[config.mk]
export PLATFORM = sky130hd
export DESIGN_NAME = irlf_bucket_calc
export DESIGN_NICKNAME = d
export VERILOG_FILES = /design/src/sv/irlf_pkg.sv /design/src/sv/irlf_bucket_calc.sv
export SDC_FILE = /design/constraint.sdc
export NUM_CORES = 1
export LEC_CHECK = 0
export BUFFER_PORTS_ARGS = -buffer_cell sky130_fd_sc_hd__buf_2
export CORE_MARGIN = 2
export CORE_UTILIZATION = 48
export CTS_BUF_LIST = sky130_fd_sc_hd__clkbuf_8 sky130_fd_sc_hd__clkbuf_16
export CTS_CLUSTER_SIZE = 24
export DETAILED_ROUTE_END_ITERATION = 10
export GPL_TIMING_DRIVEN = 0
export PLACE_DENSITY = 0.71
export SYNTH_ARGS = -nofsm -noshare
export SYNTH_HDL_FRONTEND = slang
export SYNTH_SLANG_ARGS = --single-unit
export TNS_END_PERCENT = 10
[constraint.sdc]
create_clock -name clk -period 5.05 [get_ports clk]
set_clock_uncertainty 0.15 [all_clocks]
set_input_delay 0 -clock clk [delete_from_list [all_inputs] [get_ports clk]]
set_output_delay 0 -clock clk [all_outputs]
set_load 0.01 [all_outputs]
[src/sv/irlf_pkg.sv]
`default_nettype none

package irlf_pkg;

	localparam int unsigned TABLE_ENTRIES = 2048;
	localparam int unsigned IDX_W = $clog2(TABLE_ENTRIES);

	localparam int unsigned CFG_W = 32;
	localparam int unsigned CFG_IDX_W = 2;
	localparam int unsigned CREDIT_W = 16;
	localparam int unsigned ACCUM_W = 31;
	localparam int unsigned STAMP_W = 64;
	localparam int unsigned ELAP_W = 30;
	localparam int unsigned BUCKET_IDX_W = 11;

	localparam logic [CFG_IDX_W-1:0] REG_HASH_KEY = 2'd0;
	localparam logic [CFG_IDX_W-1:0] REG_CREDIT_LIMIT = 2'd1;
	localparam logic [CFG_IDX_W-1:0] REG_REFILL_CREDIT = 2'd2;

	localparam logic [31:0] HASH_KEY_RST = 32'd0;
	localparam logic [CREDIT_W-1:0] CREDIT_LIMIT_RST = 16'd1000;
	localparam logic [CREDIT_W-1:0] REFILL_CREDIT_RST = 16'd500;

	localparam logic [31:0] PREFIX_MASK = 32'hFFFF_FF00;
	localparam logic [STAMP_W-1:0] NS_PER_SEC = 64'd1000000000;
	localparam logic [ELAP_W-1:0] NS_PER_SEC_E = 30'd1000000000;
	localparam logic [31:0] HALF_SEC = 32'd500000000;
	localparam logic [31:0] ONE_SEC = 32'd1000000000;

	localparam logic [7:0] PROTO_ICMP = 8'd1;
	localparam logic [7:0] PROTO_UDP = 8'd17;
	localparam logic [7:0] ICMP_ECHO_REPLY = 8'd0;
	localparam logic [7:0] ICMP_UNREACHABLE = 8'd3;
	localparam logic [7:0] ICMP_REDIR = 8'd5;
	localparam logic [7:0] CODE_FRAG_NEEDED = 8'd4;

	localparam logic [2:0] REASON_UNCHECKED = 3'd0;
	localparam logic [2:0] REASON_PASSED = 3'd1;
	localparam logic [2:0] REASON_RATE_LIMITED = 3'd2;
	localparam logic [2:0] REASON_BAD_REDIRECT = 3'd3;
	localparam logic [2:0] REASON_BAD_FRAG = 3'd4;

	typedef struct packed {
		logic outer_valid;
		logic [7:0] ip_protocol;
		logic [31:0] src_addr;
		logic [7:0] icmp_type;
		logic [7:0] icmp_code;
		logic inner_ip_valid;
		logic [7:0] inner_protocol;
		logic inner_icmp_valid;
		logic [7:0] inner_icmp_type;
		logic [63:0] now_ns;
		logic [1:0] cost;
	} pkt_t;

	typedef struct packed {
		logic drop;
		logic [2:0] verdict_reason;
		logic [BUCKET_IDX_W-1:0] bucket_index;
		logic [CREDIT_W-1:0] credit_left;
	} verdict_t;

	typedef struct packed {
		logic used;
		logic [CREDIT_W-1:0] credit;
		logic [ACCUM_W-1:0] accum;
		logic [STAMP_W-1:0] stamp;
	} bucket_t;

endpackage

`default_nettype wire

[src/sv/irlf_bucket_calc.sv]
`default_nettype none

module irlf_bucket_calc
	import irlf_pkg::*;
(
	input wire logic clk,
	input wire bucket_t rd,
	input wire logic [STAMP_W-1:0] now_ns,
	input wire logic [CREDIT_W-1:0] credit_limit,
	input wire logic [CREDIT_W-1:0] refill_credit,
	output logic [CREDIT_W-1:0] credit_s3,
	output logic [ACCUM_W-1:0] accum_s3
);

	logic [STAMP_W-1:0] stamp;
	logic [STAMP_W-1:0] elapsed;
	logic [ELAP_W-1:0] elap_cap;
	logic [ELAP_W-1:0] elap_s1;
	logic [CREDIT_W-1:0] credit_s1;
	logic [ACCUM_W-1:0] accum_s1;
	logic [31:0] sum_s2;
	logic [CREDIT_W-1:0] credit_s2;
	logic [CREDIT_W:0] refilled;
	logic [31:0] over_half;

	// a fresh bucket starts full with an empty accumulator
	always_comb begin
		stamp = rd.used ? rd.stamp : now_ns;
		elapsed = now_ns - stamp;
		elap_cap = (elapsed >= NS_PER_SEC) ? NS_PER_SEC_E : elapsed[ELAP_W-1:0];
	end

	always_ff @(posedge clk) begin
		elap_s1 <= elap_cap;
		credit_s1 <= rd.used ? rd.credit : credit_limit;
		accum_s1 <= rd.used ? rd.accum : '0;
	end

	always_ff @(posedge clk) begin
		sum_s2 <= {1'b0, accum_s1} + {2'b00, elap_s1};
		credit_s2 <= credit_s1;
	end

	always_comb begin
		refilled = {1'b0, credit_s2} + {1'b0, refill_credit};
		over_half = sum_s2 - HALF_SEC;
	end

	always_ff @(posedge clk) begin
		if (sum_s2 >= HALF_SEC) begin
			accum_s3 <= (sum_s2 >= ONE_SEC) ? HALF_SEC[ACCUM_W-1:0] : over_half[ACCUM_W-1:0];
			credit_s3 <= (refilled > {1'b0, credit_limit}) ? credit_limit
				: refilled[CREDIT_W-1:0];
		end else begin
			accum_s3 <= sum_s2[ACCUM_W-1:0];
			credit_s3 <= credit_s2;
		end
	end

endmodule

`default_nettype wire

==> results.py, run 1 <==
metrics = {
    "run_status": {
        "status": "finished, final reports clean",
    },
    "finish": {
        "multiInputGateArea_mm2": 0.00895,
        "fin_nets": 2247,
        "seq_area_mm2": 0.00344,
        "insertedDiodeCount": 0,
        "drive_above_1_share": 0.198,
        "fin_area_mm2": 0.0161,
        "num-fill-cells": 2300,
        "syn2layout_area_growth_pct": 25.2,
    },
    "power": {
        "power_switching_uw": 1710,
        "power_frac_clock": 0.272,
        "p_int_uw": 2920,
        "power_leakage_uw": 0.00734,
        "total_power_uw": 4630,
        "switching_share": 0.369,
        "p_comb_frac": 0.391,
        "power_density_mw_per_mm2": 287,
        "peakVddDrop_uv": 258,
        "seqPwrFrac": 0.336,
    },
    "yosys": {
        "synth-seq-cells": 172,
        "synthArstFlopShare": 0,
        "synth.most_common_cell": "dfxtp_1",
        "seq_area_frac_synth": 0.268,
        "synth_top_area_frac": 0.268,
        "synth_ff_type": "dfxtp_1",
        "synthCells": 1545,
        "synth_cell_type_count": 91,
        "yosys.area.top_type": "dfxtp_1",
        "yosys_warnings": 0,
        "syn-mean-instance-area_um2": 8.33,
        "synthTopCellsByArea": "dfxtp_1 (27%), ha_1 (12%), mux2i_1 (6.5%), a21oi_1 (5.4%), xnor2_1 (4.2%)",
        "synth_edf_count": 0,
        "synth_area_mm2": 0.0129,
        "synth_commonest_cells": "dfxtp_1 (172), a21oi_1 (138), ha_1 (128), nand2_1 (126), o21ai_0 (99)",
        "syn_nets": 1885,
    },
    "critical_path": {
        "slowest_stage": "o41a_1",
        "cp-end-kind": "register",
        "reg2reg_setup_slack_ns": 0.20,
        "criticalPathCategory": "register to register",
        "worstPathMaxFanout": 5,
        "required_ns": 5.17,
        "worstSetupStartpointType": "register",
        "slowest_delay_ns": 0.39,
        "path_cells": "ha_1 -> fa_2 -> a21o_1 -> a21oi_2 -> nand2b_1 -> a21oi_1 -> a41o_1 -> o41a_1 -> xor2_2 -> ha_1 -> nand4_1 -> nor2_1 -> o31ai_1 -> o211ai_1 -> a21o_1 -> a21o_1 -> a21oi_1 -> a21oi_1 -> a211oi_4 -> buf_6 -> mux2i_1 -> o21ai_0",
        "crit_family": "compound AO/OA/AOI/OAI gates",
        "crit_buf_inv": 1,
        "cp.arrival_ns": 4.97,
    },
    "timing": {
        "finalSetupViolCount": 0,
        "slew_headroom": 0.456,
        "report.final.slew_viol_count": 0,
        "whs_ns": 0.00664,
        "max_freq_mhz": 206,
        "worst_pin_slew_ns": 0.807,
        "hold_viol": 0,
        "period_minus_slack_ns": 4.85,
        "fin_crit_sh": 0.960,
    },
    "route": {
        "num_vias": 12700,
        "drc": 0,
        "wl_per_cell_um": 17.7,
        "wirelength_um": 39800,
        "drt.antenna.violating_nets": 0,
        "routed_via_density": 5.64,
        "firstDrtPassIters": 5,
        "drt_iter0_markers": 815,
    },
    "job": {
        "maxCapViolations": 0,
    },
    "global_routing": {
        "grt_pass1_wl_um": 63200,
        "grtUsageTotal": 0.277,
        "grt_overflow": 0,
        "antenna_found_initial": 1,
        "grt_max_degree": 19,
        "grt_pass1_vias": 12700,
    },
    "die": {
        "core_area_mm2": 0.0262,
        "start_util": 0.491,
        "ios": 256,
        "die_w_um": 168,
        "row_count": 59,
        "die_height_um": 168,
        "die_area_mm2": 0.0281,
    },
    "cts": {
        "cts_root_buf": "clkbuf_16",
        "clkSinkCount": 172,
        "cts_tree": "done",
        "htree_num_levels": 4,
        "cts_buffers": 17,
        "clockBufferDepth": 2,
        "insertion_delay_ns": 0.43,
        "clkTransAtPathRegs_ns": 0.07,
    },
    "placement": {
        "portBuffers": 254,
        "place_congestion": 0.963,
        "place_hpwl_um": 31500,
        "placed_cell_area_mm2": 0.0146,
    },
    "hold_path": {
        "min_path_type": "input pin to register",
    },
}
-- metal layers --
metal | GRT usage | vias to the layer above | share of wire
li1 | - | 6372 | -
met1 | 0.331 | 5786 | 0.43
met2 | 0.502 | 462 | 0.49
met3 | 0.0272 | 103 | 0.042
met4 | 0.129 | 0 | 0.043
met5 | 0 | - | 0
-- power by group through the flow --
stage,logic (uW),registers [uW],clock network [uW]
global route,1980,1570,1340
global placement,1670,1580,0
finish,1810,1560,1260
detailed placement,1690,1590,0
floorplan,1130,1620,0
CTS,1760,1560,1280
-- cell usage in the layout, fill, tap and decap left out, drive strengths merged, types with 38 or more instances in the layout --
cell type / netlist / routed
nand4: 40 / 40
nand3: 42 / 42
ha: 128 / 128
dlygate4sd3: 0 / 87
mux2i: 84 / 84
o21ai: 110 / 110
and2: 41 / 41
nor3: 38 / 38
inv: 57 / 64
buf: 26 / 278
xnor2: 62 / 62
a21o: 48 / 48
nor2: 88 / 88
a21oi: 140 / 140
dfxtp: 172 / 172
clkbuf: 43 / 65
nand2: 126 / 126
-- state kept, by name (all words and copies together), names as in the netlist --
name,flops
accum_s1,31
accum_s3,31
credit_s1,16
credit_s2,16
credit_s3,16
elap_s1,30
sum_s2,32
-- cell type report --
class | instances | share of cell area
Sequential cell | 172 | 0.214
Multi-Input combinational cell | 1247 | 0.556
Timing Repair Buffer | 343 | 0.134
Inverter | 57 | 0.0133
Buffer | 69 | 0.0205
Tap cell | 335 | 0.0260
Clock inverter | 14 | 0.00909
Clock buffer | 18 | 0.0273
-- kinds of logic (layout without fill, tap and decap cells) --
family                     Yosys count  in the layout  share of synthesized area
AOI/OAI and AO/OA                  447            447                      0.224
xor gates and xnor gates            96             96                     0.0654
adders and majority gates          131            131                      0.129
buffers and inverters              126            501                     0.0403
DFF                                172            172                      0.268
muxes                               86             86                     0.0674
and+or+nand+nor                    487            487                      0.206
-- timing repair --
action / CTS / global route
setup endpoints to repair: 40 / 44
gates cloned: 0 / 1
gates resized for setup: 13 / 21
setup buffers: 1 / 0
endpoints found under the hold margin: 69 / 0
hold buffers: 87 / 0
pin swaps: 1 / 1
-- tightest hold or removal path: stages --
cell	delay (ns)
buf_2	0.07
nand2_1	0.13
o21ai_0	0.12
ha_1	0.14
nor3_2	0.06
-- final timing paths --
kind,start,end,cells past startpoint
setup reg to reg,credit_s2[0],credit_s3[13],22
setup / recovery,credit_s2[0],credit_s3[13],22
hold / removal,rd[0],elap_s1[0],5
hold reg to reg,credit_s1[15],credit_s2[15],0
-- metrics by stage --
| stage | util | TNS, ns | setup slack, ns | std cells |
|---|---|---|---|---|
| after floorplan | - | 0 | 0.520 | 1545 |
| after global placement | 0.555 | -45.45 | -1.63 | 2134 |
| after detailed placement | 0.555 | -48.20 | -1.74 | 2134 |
| after CTS | 0.612 | 0 | 0.0225 | 2254 |
| after global routing | 0.615 | -0.193 | -0.0475 | 2255 |
| final | 0.615 | 0 | 0.201 | 2255 |
Power figures use the tool's default switching activity.
==> run 2, diff against run 1 <==
- clock period: 5.05 -> 5.5 ns (I/O delays scaled with it)
==> run 2 against run 1 <==
  * Power shrank 8.5%
  * Final cell count did not move
  * Flip-flop and latch count is the same
  * First-iteration DRC count down 0.98%
  * Sequential power decreased by 8%
  * Combinational power shrank 9%
  * Non-clock buffer count is 1 lower
  * Highest routed layer unchanged
  * Routed wire length fell by 0.32%
  * Via count increased by 0.23%
  * Largest power group unchanged
  * Critical endpoint is now elap_s1[28]
  * Core utilization fell by 0.27 points
  * Final area is 0.44% lower
==> results.py, run 2 (synthesis gave the netlist of run 1 again) <==
metrics = {
    "cts": {
        "insertion_delay_ns": 0.43,
        "clkTransAtPathRegs_ns": 0.07,
        "cts_buffers": 17,
        "clockBufferDepth": 2,
        "cts_root_buf": "clkbuf_16",
        "htree_num_levels": 4,
        "cts_tree": "done",
        "clkSinkCount": 172,
    },
    "power": {
        "power_switching_uw": 1560,
        "power_leakage_uw": 0.00732,
        "power_density_mw_per_mm2": 264,
        "power_frac_clock": 0.273,
        "seqPwrFrac": 0.338,
        "p_comb_frac": 0.389,
        "p_int_uw": 2670,
        "switching_share": 0.369,
        "total_power_uw": 4230,
        "peakVddDrop_uv": 239,
    },
    "timing": {
        "rsz0062_at_grt": "true",
        "report.final.slew_viol_count": 0,
        "finalSetupViolCount": 0,
        "worst_pin_slew_ns": 0.906,
        "period_minus_slack_ns": 5.24,
        "hold_viol": 0,
        "max_freq_mhz": 191,
        "setup_slack_ns": 0.256,
        "slew_headroom": 0.396,
        "fin_crit_sh": 0.953,
        "tns_ns": 0,
    },
    "route": {
        "drc": 0,
        "drt.antenna.violating_nets": 0,
        "drt_iter0_markers": 807,
        "firstDrtPassIters": 5,
        "routed_via_density": 5.65,
        "wl_per_cell_um": 17.6,
        "wirelength_um": 39700,
        "num_vias": 12800,
    },
    "hold_path": {
        "min_path_type": "input pin to register",
    },
    "finish": {
        "drive_above_1_share": 0.191,
        "multiInputGateArea_mm2": 0.00891,
        "fin_area_mm2": 0.0160,
        "top_register": "sum_s2",
        "seq_area_mm2": 0.00344,
        "stdcell_count": 2255,
        "layout_commonest_cell": "buf_2",
        "num-fill-cells": 2309,
        "layout_common_cells": "buf_2 (271), dfxtp_1 (172), a21oi_1 (138)",
        "reg_top3": "sum_s2: 32 flops, accum_s1: 31 flops, accum_s3: 31 flops",
        "largest_reg_flops": 32,
        "fin_nets": 2246,
        "syn2layout_area_growth_pct": 24.6,
    },
    "critical_path": {
        "cp-end-kind": "register",
        "reg2reg_setup_slack_ns": 0.31,
        "criticalPathCategory": "input pin to register",
        "cp.arrival_ns": 5.40,
        "worstSetupStartpointType": "input pin",
        "worstPathMaxFanout": 10,
        "required_ns": 5.65,
    },
    "placement": {
        "place_ws_ns": -1.29,
        "place_hpwl_um": 31500,
        "placed_cell_area_mm2": 0.0146,
        "portBuffers": 254,
        "place_congestion": 0.963,
        "place_inst": 2134,
    },
    "global_routing": {
        "grt_pass1_wl_um": 63400,
        "grt_pass1_vias": 12700,
        "grtUsageTotal": 0.278,
        "antenna_found_initial": 1,
        "grt_max_degree": 19,
        "grt_overflow": 0,
    },
    "die": {
        "row_count": 59,
        "start_util": 0.491,
        "die_area_mm2": 0.0281,
        "die_height_um": 168,
        "core_area_mm2": 0.0262,
        "die_w_um": 168,
        "ios": 256,
    },
    "job": {
        "maxCapViolations": 0,
    },
    "run_status": {
        "status": "finished, final reports clean",
    },
}
[run 2: cell types whose count changed in the layout (fill, tap and decap cells not counted), sizes merged]
cell    previous run  this run
buf              278       281
clkbuf            65        61
diode              0         1
[run 2: worst max-delay path, cell delays in order]
cell and delay, ns:
clkbuf_2 0.29, buf_2 0.45, clkbuf_1 0.59, mux2i_1 0.18, ha_1 0.38, nand2_1 0.12
a211oi_2 0.34, o211ai_1 0.16, a211oi_1 0.51, or2_1 0.28, a31oi_1 0.23, nor4b_1 0.35
o311ai_1 0.14, a2111oi_0 0.37, and4_1 0.38, nand4_4 0.22, or3_1 0.37
[run 2: repair_timing]
action	in CTS	in global routing
endpoints found under the setup margin	30	29
pin swaps	0	1
resized for setup	7	1
buffers inserted	0	1
endpoints found under the hold margin	69	0
hold buffers	87	0
[run 2: final cells by class]
class,count,share of cell area
clock buffer,18,0.0274
sequential,172,0.215
antenna,1,0.000156
clock inverter,14,0.00913
multi-input combinational,1247,0.556
tap,335,0.0261
timing repair buffer,342,0.134
buffer,69,0.0193
inverter,57,0.0133
[run 2: path summary, 6_finish.rpt]
check / startpoint / to / depth (start not counted)
setup / recovery: rd[111] / elap_s1[28] / 17
hold / removal: rd[0] / elap_s1[0] / 5
setup reg to reg: credit_s2[0] / credit_s3[0] / 22
hold reg to reg: credit_s1[15] / credit_s2[15] / 0
[run 2: metrics by stage]
| step | util | hold WS (ns) |
|---|---|---|
| final | 0.612 | 0.0129 |
| after detailed placement | 0.555 | 0.0549 |
| after floorplan | - | -0.0373 |
| after global placement | 0.555 | 0.0514 |
| after CTS | 0.612 | 0.00301 |
| after global routing | 0.612 | 0.0279 |
[run 2: power groups by stage]
stage | combinational [uW] | sequential (uW) | clock [uW]
floorplan | 1040 | 1490 | 0
global placement | 1530 | 1450 | 0
detailed placement | 1550 | 1460 | 0
CTS | 1620 | 1430 | 1180
global route | 1810 | 1440 | 1230
finish | 1650 | 1430 | 1160
[run 2: layer usage]
layer / GRT usage / vias up / wire length (um)
li1: - / 6376 / -
met1: 0.331 / 5803 / 16800
met2: 0.502 / 477 / 19500
met3: 0.0284 / 96 / 1750
met4: 0.132 / 0 / 1690
met5: 0 / - / 0
